[config.mk]
export PLATFORM = sky130hd
export DESIGN_NAME = beep_pattern_generator_top
export DESIGN_NICKNAME = d
export VERILOG_FILES = /design/src/design/bpg_pkg.sv /design/src/design/bpg_front.sv /design/src/design/bpg_div.sv /design/src/design/bpg_back.sv /design/src/design/beep_pattern_generator_top.sv
export SDC_FILE = /design/constraint.sdc
export NUM_CORES = 2
export LEC_CHECK = 0
export BUFFER_PORTS_ARGS = -buffer_cell sky130_fd_sc_hd__clkbuf_2
export CAP_MARGIN = 25
export CORE_ASPECT_RATIO = 1.5
export CORE_MARGIN = 1
export CORE_UTILIZATION = 30
export CTS_CLUSTER_SIZE = 20
export DETAILED_ROUTE_END_ITERATION = 12
export GPL_ROUTABILITY_DRIVEN = 0
export SLEW_MARGIN = 30
export SYNTH_ARGS = -nofsm -noshare
export SYNTH_HDL_FRONTEND = slang
export SYNTH_SLANG_ARGS = --single-unit
export TNS_END_PERCENT = 1
[constraint.sdc]
create_clock -name i_clk -period 10.15 [get_ports i_clk]
set_input_delay 1.015 -clock i_clk [delete_from_list [all_inputs] [get_ports i_clk]]
set_output_delay 1.015 -clock i_clk [all_outputs]
set_load 0.1 [all_outputs]
[src/design/bpg_pkg.sv]
// Types and constants shared by the beep pattern generator modules.
`default_nettype none

package bpg_pkg;

    localparam int PRIMARY_FREQ = 1000000;
    localparam int MILLI        = 1000;
    localparam int PERCENT      = 100;

    localparam int FREQ_W   = 26;
    localparam int RELOAD_W = 30;
    localparam int PROD_W   = 23;
    localparam int TGT_W    = 8;

    localparam logic [RELOAD_W-1:0] DIVIDEND   = RELOAD_W'(PRIMARY_FREQ * MILLI);
    localparam logic [RELOAD_W-1:0] RELOAD_MAX = RELOAD_W'(PRIMARY_FREQ * MILLI - 1);
    localparam int DIV_STEPS = RELOAD_W;
    localparam int DIV_CNT_W = $clog2(DIV_STEPS);

    // floor(x / 100) == (x * RECIP_100) >> RECIP_SHIFT for every x below 2**23.
    localparam int RECIP_SHIFT = 30;
    localparam logic [23:0] RECIP_100 = 24'd10737419;
    localparam int SCALE_W = PROD_W + 24;

    localparam logic [6:0] DUTY_MAX = 7'(PERCENT);

    localparam int Q_DEPTH = 4;
    localparam int Q_PTR_W = $clog2(Q_DEPTH);

    localparam logic [1:0] FUNC_PATTERN   = 2'd0;
    localparam logic [1:0] FUNC_TICK      = 2'd1;
    localparam logic [1:0] FUNC_FORCE_ON  = 2'd2;
    localparam logic [1:0] FUNC_FORCE_OFF = 2'd3;

    typedef enum logic [1:0] {
        PH_IDLE   = 2'd0,
        PH_SOUND  = 2'd1,
        PH_SILENT = 2'd2,
        PH_CONT   = 2'd3
    } t_phase;

    typedef enum logic [1:0] {
        CMD_PATTERN,
        CMD_TICK,
        CMD_FORCE_ON,
        CMD_FORCE_OFF
    } t_cmd_kind;

    typedef struct packed {
        t_cmd_kind           kind;
        logic [FREQ_W-1:0]   freq_mhz;
        logic [PROD_W-1:0]   prod_on;
        logic [PROD_W-1:0]   prod_off;
        logic [TGT_W-1:0]    target;
    } t_cmd;

endpackage

`default_nettype wire

[src/design/bpg_front.sv]
// Front end: accepts input beats, classifies them and queues the commands.
`default_nettype none

module bpg_front (
    input  wire logic               i_clk,
    input  wire logic               i_rst_n,
    input  wire logic               i_in_valid,
    output logic                    o_in_stall,
    input  wire logic [1:0]         i_func,
    input  wire logic [15:0]        i_freq_hz,
    input  wire logic [15:0]        i_cycle_time_ms,
    input  wire logic [6:0]         i_duty_percent,
    input  wire logic [7:0]         i_cycle_target,
    input  wire logic [25:0]        i_freq_millihertz,
    output bpg_pkg::t_cmd           o_head,
    output logic                    o_head_valid,
    input  wire logic               i_pop
);
    import bpg_pkg::*;

    t_cmd                r_mem [Q_DEPTH];
    logic [Q_PTR_W-1:0]  r_wr_ptr;
    logic [Q_PTR_W-1:0]  r_rd_ptr;
    logic [Q_PTR_W:0]    r_count;
    t_cmd                cmd;
    logic [6:0]          duty_sat;
    logic                push;
    logic                pop;

    always_comb begin
        duty_sat = (i_duty_percent > DUTY_MAX) ? DUTY_MAX : i_duty_percent;
        cmd.prod_on  = PROD_W'(i_cycle_time_ms) * PROD_W'(duty_sat);
        cmd.prod_off = PROD_W'(i_cycle_time_ms) * PROD_W'(DUTY_MAX - duty_sat);
        cmd.target   = i_cycle_target;
        cmd.freq_mhz = i_freq_millihertz;
        case (i_func)
            FUNC_PATTERN: begin
                cmd.kind     = CMD_PATTERN;
                cmd.freq_mhz = FREQ_W'(i_freq_hz) * FREQ_W'(MILLI);
            end
            FUNC_TICK:      cmd.kind = CMD_TICK;
            FUNC_FORCE_ON:  cmd.kind = CMD_FORCE_ON;
            default:        cmd.kind = CMD_FORCE_OFF;
        endcase
    end

    assign o_in_stall   = (r_count == (Q_PTR_W + 1)'(Q_DEPTH));
    assign push         = i_in_valid && !o_in_stall;
    assign o_head_valid = (r_count != '0);
    assign pop          = i_pop && o_head_valid;
    assign o_head       = r_mem[r_rd_ptr];

    always_ff @(posedge i_clk) begin
        if (!i_rst_n) begin
            r_wr_ptr <= '0;
            r_rd_ptr <= '0;
            r_count  <= '0;
        end else begin
            if (push) begin
                r_wr_ptr <= r_wr_ptr + Q_PTR_W'(1);
            end
            if (pop) begin
                r_rd_ptr <= r_rd_ptr + Q_PTR_W'(1);
            end
            if (push && !pop) begin
                r_count <= r_count + (Q_PTR_W + 1)'(1);
            end else if (pop && !push) begin
                r_count <= r_count - (Q_PTR_W + 1)'(1);
            end
        end
    end

    always_ff @(posedge i_clk) begin
        if (push) begin
            r_mem[r_wr_ptr] <= cmd;
        end
    end

endmodule

`default_nettype wire

[src/design/bpg_div.sv]
// Restoring divider that turns a frequency in millihertz into a timer reload value.
`default_nettype none

module bpg_div (
    input  wire logic                          i_clk,
    input  wire logic                          i_rst_n,
    input  wire logic                          i_start,
    input  wire logic [bpg_pkg::FREQ_W-1:0]    i_divisor,
    output logic                               o_done,
    output logic [bpg_pkg::RELOAD_W-1:0]       o_reload
);
    import bpg_pkg::*;

    typedef enum logic {DV_IDLE, DV_RUN} t_dv_state;

    t_dv_state             r_state;
    logic [FREQ_W:0]       r_rem;
    logic [RELOAD_W-1:0]   r_dvd;
    logic [RELOAD_W-1:0]   r_quo;
    logic [FREQ_W-1:0]     r_div;
    logic [DIV_CNT_W-1:0]  r_cnt;
    logic                  r_zero;
    logic                  r_done;
    logic [FREQ_W:0]       rem_sh;
    logic                  fits;

    // One quotient bit per cycle: shift in the next dividend bit, subtract if it fits.
    assign rem_sh = {r_rem[FREQ_W-1:0], r_dvd[RELOAD_W-1]};
    assign fits   = (rem_sh >= {1'b0, r_div});

    always_ff @(posedge i_clk) begin
        if (!i_rst_n) begin
            r_state <= DV_IDLE;
            r_done  <= 1'b0;
            r_cnt   <= '0;
        end else begin
            r_done <= 1'b0;
            case (r_state)
                DV_IDLE: begin
                    if (i_start) begin
                        r_state <= DV_RUN;
                        r_cnt   <= '0;
                        r_rem   <= '0;
                        r_dvd   <= DIVIDEND;
                        r_quo   <= '0;
                        r_div   <= i_divisor;
                        r_zero  <= (i_divisor == '0);
                    end
                end
                DV_RUN: begin
                    r_rem <= fits ? (rem_sh - {1'b0, r_div}) : rem_sh;
                    r_quo <= {r_quo[RELOAD_W-2:0], fits};
                    r_dvd <= {r_dvd[RELOAD_W-2:0], 1'b0};
                    r_cnt <= r_cnt + DIV_CNT_W'(1);
                    if (r_cnt == DIV_CNT_W'(DIV_STEPS - 1)) begin
                        r_state <= DV_IDLE;
                        r_done  <= 1'b1;
                    end
                end
                default: r_state <= DV_IDLE;
            endcase
        end
    end

    assign o_done   = r_done;
    assign o_reload = r_zero ? RELOAD_MAX : (r_quo - RELOAD_W'(1));

endmodule

`default_nettype wire

[src/design/bpg_back.sv]
// Back end: executes queued commands, keeps the pattern state and holds the result.
`default_nettype none

module bpg_back #(
    parameter int COUNT_BITS = 8,
    parameter int TIME_BITS  = 16
) (
    input  wire logic                          i_clk,
    input  wire logic                          i_rst_n,
    input  wire logic                          i_cfg_we,
    input  wire logic                          i_cfg_wdata,
    input  wire bpg_pkg::t_cmd                 i_head,
    input  wire logic                          i_head_valid,
    output logic                               o_pop,
    output logic                               o_out_valid,
    input  wire logic                          i_out_stall,
    output logic                               o_tone_on,
    output logic [bpg_pkg::RELOAD_W-1:0]       o_reload_value,
    output logic [1:0]                         o_phase,
    output logic [TIME_BITS-1:0]               o_ticks_left
);
    import bpg_pkg::*;

    typedef enum logic [1:0] {B_IDLE, B_SCALE, B_WAIT} t_state;

    t_state                 r_state,       n_state;
    t_cmd                   r_cmd;
    logic                   r_buzzer_enable;
    logic                   r_out_valid,   n_out_valid;
    t_phase                 r_phase,       n_phase;
    logic [COUNT_BITS-1:0]  r_beep_count,  n_beep_count;
    logic [COUNT_BITS-1:0]  r_beep_target, n_beep_target;
    logic [TIME_BITS-1:0]   r_on_time,     n_on_time;
    logic [TIME_BITS-1:0]   r_off_time,    n_off_time;
    logic [TIME_BITS-1:0]   r_remaining,   n_remaining;
    logic                   r_tone,        n_tone;
    logic [RELOAD_W-1:0]    r_reload,      n_reload;

    logic [SCALE_W-1:0]     scaled_on;
    logic [SCALE_W-1:0]     scaled_off;
    logic [COUNT_BITS-1:0]  count_inc;
    logic                   div_start;
    logic                   div_done;
    logic [RELOAD_W-1:0]    div_reload;

    bpg_div u_div (
        .i_clk     (i_clk),
        .i_rst_n   (i_rst_n),
        .i_start   (div_start),
        .i_divisor (r_cmd.freq_mhz),
        .o_done    (div_done),
        .o_reload  (div_reload)
    );

    assign o_pop     = (r_state == B_IDLE) && i_head_valid && !r_out_valid;
    assign div_start = (r_state == B_SCALE);
    assign scaled_on  = SCALE_W'(r_cmd.prod_on)  * SCALE_W'(RECIP_100);
    assign scaled_off = SCALE_W'(r_cmd.prod_off) * SCALE_W'(RECIP_100);
    assign count_inc  = r_beep_count + COUNT_BITS'(1);

    always_comb begin
        n_state       = r_state;
        n_out_valid   = r_out_valid && i_out_stall;
        n_phase       = r_phase;
        n_beep_count  = r_beep_count;
        n_beep_target = r_beep_target;
        n_on_time     = r_on_time;
        n_off_time    = r_off_time;
        n_remaining   = r_remaining;
        n_tone        = r_tone;
        n_reload      = r_reload;
        case (r_state)
            B_IDLE: begin
                if (o_pop) begin
                    case (i_head.kind)
                        CMD_PATTERN: begin
                            if (r_phase == PH_IDLE && r_buzzer_enable) begin
                                n_state = B_SCALE;
                            end else begin
                                n_out_valid = 1'b1;
                            end
                        end
                        CMD_TICK: begin
                            n_out_valid = 1'b1;
                            if (r_phase == PH_SOUND || r_phase == PH_SILENT) begin
                                if (r_remaining > TIME_BITS'(1)) begin
                                    n_remaining = r_remaining - TIME_BITS'(1);
                                end else if (r_phase == PH_SOUND) begin
                                    n_phase = PH_SILENT;
                                    if (r_off_time != '0) begin
                                        n_tone      = 1'b0;
                                        n_remaining = r_off_time;
                                    end else begin
                                        n_remaining = TIME_BITS'(1);
                                    end
                                end else begin
                                    n_beep_count = count_inc;
                                    if (count_inc == r_beep_target) begin
                                        n_tone      = 1'b0;
                                        n_phase     = PH_IDLE;
                                        n_remaining = '0;
                                    end else begin
                                        n_phase = PH_SOUND;
                                        if (r_on_time != '0) begin
                                            n_tone      = 1'b1;
                                            n_remaining = r_on_time;
                                        end else begin
                                            n_remaining = TIME_BITS'(1);
                                        end
                                    end
                                end
                            end
                        end
                        CMD_FORCE_ON: n_state = B_SCALE;
                        default: begin
                            n_out_valid = 1'b1;
                            n_tone      = 1'b0;
                            n_phase     = PH_IDLE;
                            n_remaining = '0;
                        end
                    endcase
                end
            end
            B_SCALE: begin
                // The divider starts here; a pattern also loads its times and target.
                n_state = B_WAIT;
                if (r_cmd.kind == CMD_PATTERN) begin
                    n_on_time     = TIME_BITS'(scaled_on >> RECIP_SHIFT);
                    n_off_time    = TIME_BITS'(scaled_off >> RECIP_SHIFT);
                    n_beep_target = COUNT_BITS'(r_cmd.target);
                    n_beep_count  = '0;
                end
            end
            B_WAIT: begin
                if (div_done) begin
                    n_state     = B_IDLE;
                    n_out_valid = 1'b1;
                    n_reload    = div_reload;
                    if (r_cmd.kind == CMD_PATTERN) begin
                        n_phase = PH_SOUND;
                        if (r_on_time != '0) begin
                            n_tone      = 1'b1;
                            n_remaining = r_on_time;
                        end else begin
                            n_remaining = TIME_BITS'(1);
                        end
                    end else begin
                        n_tone      = 1'b1;
                        n_phase     = PH_CONT;
                        n_remaining = '0;
                    end
                end
            end
            default: n_state = B_IDLE;
        endcase
    end

    always_ff @(posedge i_clk) begin
        if (!i_rst_n) begin
            r_state         <= B_IDLE;
            r_buzzer_enable <= 1'b1;
            r_out_valid     <= 1'b0;
            r_phase         <= PH_IDLE;
            r_beep_count    <= '0;
            r_beep_target   <= '0;
            r_on_time       <= '0;
            r_off_time      <= '0;
            r_remaining     <= '0;
            r_tone          <= 1'b0;
            r_reload        <= '0;
        end else begin
            r_state       <= n_state;
            r_out_valid   <= n_out_valid;
            r_phase       <= n_phase;
            r_beep_count  <= n_beep_count;
            r_beep_target <= n_beep_target;
            r_on_time     <= n_on_time;
            r_off_time    <= n_off_time;
            r_remaining   <= n_remaining;
            r_tone        <= n_tone;
            r_reload      <= n_reload;
            if (i_cfg_we) begin
                r_buzzer_enable <= i_cfg_wdata;
            end
        end
    end

    always_ff @(posedge i_clk) begin
        if (o_pop) begin
            r_cmd <= i_head;
        end
    end

    // The state registers are the result: they only move once the last beat is taken.
    assign o_out_valid    = r_out_valid;
    assign o_tone_on      = r_tone;
    assign o_reload_value = r_reload;
    assign o_phase        = r_phase;
    assign o_ticks_left   = r_remaining;

endmodule

`default_nettype wire

[src/design/beep_pattern_generator_top.sv]
// Top level of the beep pattern generator: front queue plus executing back end.
//
// Channel   Direction  Handshake                  Payload
// input     in         i_in_valid / o_in_stall    i_func, i_freq_hz, i_cycle_time_ms,
//                                                 i_duty_percent, i_cycle_target,
//                                                 i_freq_millihertz
// output    out        o_out_valid / i_out_stall  o_tone_on, o_reload_value, o_phase,
//                                                 o_ticks_left
// config    in         i_cfg_we                   i_cfg_wdata (buzzer enable)
//
// Ticks, force-off beats and refused pattern requests pass from the queue straight into the
// result registers once the back end pops them. Pattern requests and force-on beats first wait
// for the divider, which yields one bit of the 30-bit reload value per cycle.
// Reset is synchronous and needs no clearing pass; the enable register comes up set.
// A four-beat queue keeps taking input beats while a result waits on i_out_stall.
`default_nettype none

module beep_pattern_generator_top #(
    parameter int COUNT_BITS = 8,
    parameter int TIME_BITS  = 16
) (
    input  wire logic                   i_clk,
    input  wire logic                   i_rst_n,
    input  wire logic                   i_cfg_we,
    input  wire logic                   i_cfg_wdata,
    input  wire logic                   i_in_valid,
    output logic                        o_in_stall,
    input  wire logic [1:0]             i_func,
    input  wire logic [15:0]            i_freq_hz,
    input  wire logic [15:0]            i_cycle_time_ms,
    input  wire logic [6:0]             i_duty_percent,
    input  wire logic [7:0]             i_cycle_target,
    input  wire logic [25:0]            i_freq_millihertz,
    output logic                        o_out_valid,
    input  wire logic                   i_out_stall,
    output logic                        o_tone_on,
    output logic [29:0]                 o_reload_value,
    output logic [1:0]                  o_phase,
    output logic [TIME_BITS-1:0]        o_ticks_left
);
    import bpg_pkg::*;

    t_cmd head;
    logic head_valid;
    logic pop;

    // The front end sorts, pre-multiplies and buffers; all pattern state lives in the back end.
    bpg_front u_front (
        .i_clk             (i_clk),
        .i_rst_n           (i_rst_n),
        .i_in_valid        (i_in_valid),
        .o_in_stall        (o_in_stall),
        .i_func            (i_func),
        .i_freq_hz         (i_freq_hz),
        .i_cycle_time_ms   (i_cycle_time_ms),
        .i_duty_percent    (i_duty_percent),
        .i_cycle_target    (i_cycle_target),
        .i_freq_millihertz (i_freq_millihertz),
        .o_head            (head),
        .o_head_valid      (head_valid),
        .i_pop             (pop)
    );

    // The back end takes one command at a time and only when its result slot is free.
    bpg_back #(
        .COUNT_BITS (COUNT_BITS),
        .TIME_BITS  (TIME_BITS)
    ) u_back (
        .i_clk          (i_clk),
        .i_rst_n        (i_rst_n),
        .i_cfg_we       (i_cfg_we),
        .i_cfg_wdata    (i_cfg_wdata),
        .i_head         (head),
        .i_head_valid   (head_valid),
        .o_pop          (pop),
        .o_out_valid    (o_out_valid),
        .i_out_stall    (i_out_stall),
        .o_tone_on      (o_tone_on),
        .o_reload_value (o_reload_value),
        .o_phase        (o_phase),
        .o_ticks_left   (o_ticks_left)
    );

endmodule

`default_nettype wire

==> summary.txt <==
Route
  • WL/cell: 16.9 µm
  • DR pass1 iterations: 5
  • Routed Wire Length: 123000 µm
  • Via count: 33300
  • Final ANT Viol Nets: 0
  • Drt first-iter violations: 1612
  • Detailed-route vias per instance: 4.59
  • Detailed-route DRC error count: 0

STA
  • Fmax: 128 MHz
  • Final hold viol count: 0
  • Slew Limit Fails: 0
  • Min Hold Slack: 447 ps
  • Crit path time final: 7840 ps
  • Worst-Margin Slew: 926 ps
  • Setup TNS: 0 ps
  • Fraction of the cycle the final worst path needs: 0.773
  • # setup viols final: 0
  • RSZ-0062 raised after global routing: no
  • Worst relative slew slack: 0.380
  • Skew final: 44.3 ps

Clocking
  • Worst-path clk slew: 70 ps
  • Postcts setup bufs: 0
  • Worst-Skew Late Latency: 650 ps
  • H-tree Lvls: 2
  • CTS buffer count: 61
  • CTS Hold Bufs: 0
  • CTS tree: built
  • CTS sink cnt: 626
  • Root Buffer: clkbuf_16
  • Clock buffer depth: 3
  • Post_cts resized: 0

Critical path
  • Critical path endpoint category: register
  • Crit start category: input port
  • WP buf/inv: 9
  • Crit path kind: input port to register
  • Req. time, crit path: 10530 ps
  • CP Max Fanout: 21
  • Top Family by Delay on Critical Path: adder cells
  • Worst path slowest cell: fa_1
  • Critical path's largest stage delay: 550 ps
  • Crit path top cell by count: inv_1
  • Critical path arrival: 8220 ps

Layout
  • Filler cell count: 17900
  • Commonest non-fill, non-tap cells in the layout: 905 x inv_1, 663 x ha_1, 652 x fa_1
  • Most common cell after layout, fill and taps aside: inv_1
  • Final nets: 6193
  • Finished Core Util: 0.335
  • Area Growth Syn to Fin: 10.7%
  • Reg area: 0.0176 mm²
  • Fin area: 0.0601 mm²
  • Multi-input gate area: 0.0330 mm²
  • Share of layout cells above drive strength 1: 0.0815

Synthesis
  • Mapped cell area: 0.0543 mm²
  • Post-synth EDFFs: 509
  • Post-Syn Area per Cell: 11.7 µm²
  • Post-synth top flop: edfxtp_1
  • Post-Synth Adder-Cell Area: 0.394
  • Xor/xnor share of the synthesized area: 0.0294
  • Yosys warns: 0
  • Synth Area in Compound Gates: 0.0613
  • Largest area contributor in the netlist: edfxtp_1
  • Ys async rst share: 0
  • Post-synthesis simple-gate area fraction: 0.0793
  • Mux contribution to synthesized area: 0.0397
  • Main combinational cell family by area after synthesis: adder cells
  • Netlist cell types: 87
  • Yosys reg bits: 626
  • Post-synthesis cell count: 4653
  • Synth top area cells: edfxtp_1 28%, fa_1 24%, ha_1 15%, inv_1 6.3%, dfxtp_1 4.3%
  • Seq/Total Area, Yosys: 0.325
  • Post-synth top area share: 0.282

Placement
  • DPL Wire Length: 100000 µm
  • Port bufs: 131
  • Placed Area: 0.0579 mm²

Global route
  • Initial antenna violation count: 7
  • Total global routing track utilization: 0.137
  • Pin count of the biggest net entering global routing: 62
  • Vias in the first global route: 36100
  • Overflow after GRT: 0
  • First-pass GRT wire length: 198000 µm

Run status
  • Status: finished, final reports clean

Floorplanning
  • Full die area: 0.183 mm²
  • Standard-cell rows: 190
  • Die W: 349 µm
  • Die Y: 523 µm
  • Core Box Area: 0.179 mm²
  • Initial core utilization: 0.303
  • # IOs: 132

Flow run
  • Maxcap violations: 0

Min path
  • HP Class: register to register
-- cells in the mapped netlist, types with 9 or more instances --
master / instances
o211ai_1: 9
mux4_2: 81
mux2i_1: 26
nand4_1: 15
nor3b_1: 11
xor2_1: 65
edfxtp_1: 509
buf_1: 11
a21o_1: 60
xnor2_1: 117
dfxtp_1: 117
a211oi_1: 15
a21oi_1: 185
o21ai_1: 37
and3_1: 19
nand3_1: 48
clkbuf_1: 97
fa_1: 652
nand2_1: 289
or3_1: 17
nor2_1: 156
nor3_1: 40
and2_1: 142
a221oi_1: 17
o21bai_1: 16
nor4_1: 23
o21ai_0: 80
inv_1: 906
a22oi_1: 11
ha_1: 663
o21a_1: 12
nor2b_1: 20
nand2b_1: 29
a31oi_1: 17
-- layout make-up --
cell class                 count  area share
multi-input combinational   3045       0.550
sequential                   626       0.294
inverter                     908      0.0568
tap                         2400      0.0500
clock buffer                  76      0.0274
timing repair buffer         155      0.0140
clock inverter                39     0.00877
antenna                        2   0.0000833
-- through the flow --
| step | instances | worst slack (ps) |
|---|---|---|
| detailed placement | 7134 | 1400 |
| finish | 7251 | 2310 |
| CTS | 7249 | 2100 |
| global route | 7249 | 1850 |
| floorplan | 4693 | 2310 |
| global placement | 7134 | 1580 |
-- layer usage --
metal / share of wire / global-route usage
met1: 0.42 / 0.166
met2: 0.51 / 0.245
met3: 0.031 / 0.0155
met4: 0.041 / 0.0542
met5: 0.00042 / 0
-- cells by family after synthesis --
| logic type | count (synthesis) |
|---|---|
| xor+xnor | 182 |
| mux | 113 |
| other cells | 2 |
| compound gates | 527 |
| fa+ha+maj | 1321 |
| flops | 626 |
| buf+inv | 1022 |
| simple gates | 860 |
-- state kept, by name, summed over array words and instances (netlist names), 2 cells and up, named ones only --
register,count
u_front.r_count,3
u_back.r_beep_count,8
u_front.r_rd_ptr,2
u_back.r_on_time,16
u_back.u_div.r_quo,30
u_back.r_state,2
u_back.o_reload_value,30
u_front.r_wr_ptr,2
u_back.o_phase,2
u_back.u_div.r_dvd,21
u_back.o_ticks_left,16
u_back.r_beep_target,8
u_back.u_div.r_cnt,5
u_back.u_div.r_div,26
u_front.r_mem,324
u_back.u_div.r_rem,26
u_back.r_off_time,16
u_back.r_cmd,81
-- final timing paths --
path                                                  from                           endpoint  slack [ps]  cells past startpoint
worst max-delay path                     i_duty_percent[5]     u_front.r_mem[0][29]$_DFFE_PP_        2310                     29
worst min-delay path            u_back.r_cmd[64]$_DFFE_PP_   u_back.u_div.r_div[10]$_DFFE_PP_         450                      0
worst max register to register  u_back.r_cmd[34]$_DFFE_PP_  u_back.r_on_time[14]$_SDFFE_PN0P_        2860                     22
worst min register to register  u_back.r_cmd[64]$_DFFE_PP_   u_back.u_div.r_div[10]$_DFFE_PP_         450                      0
Power is not shown: default switching activity piles up to over one toggle a cycle in this logic, so the estimate is an artifact.
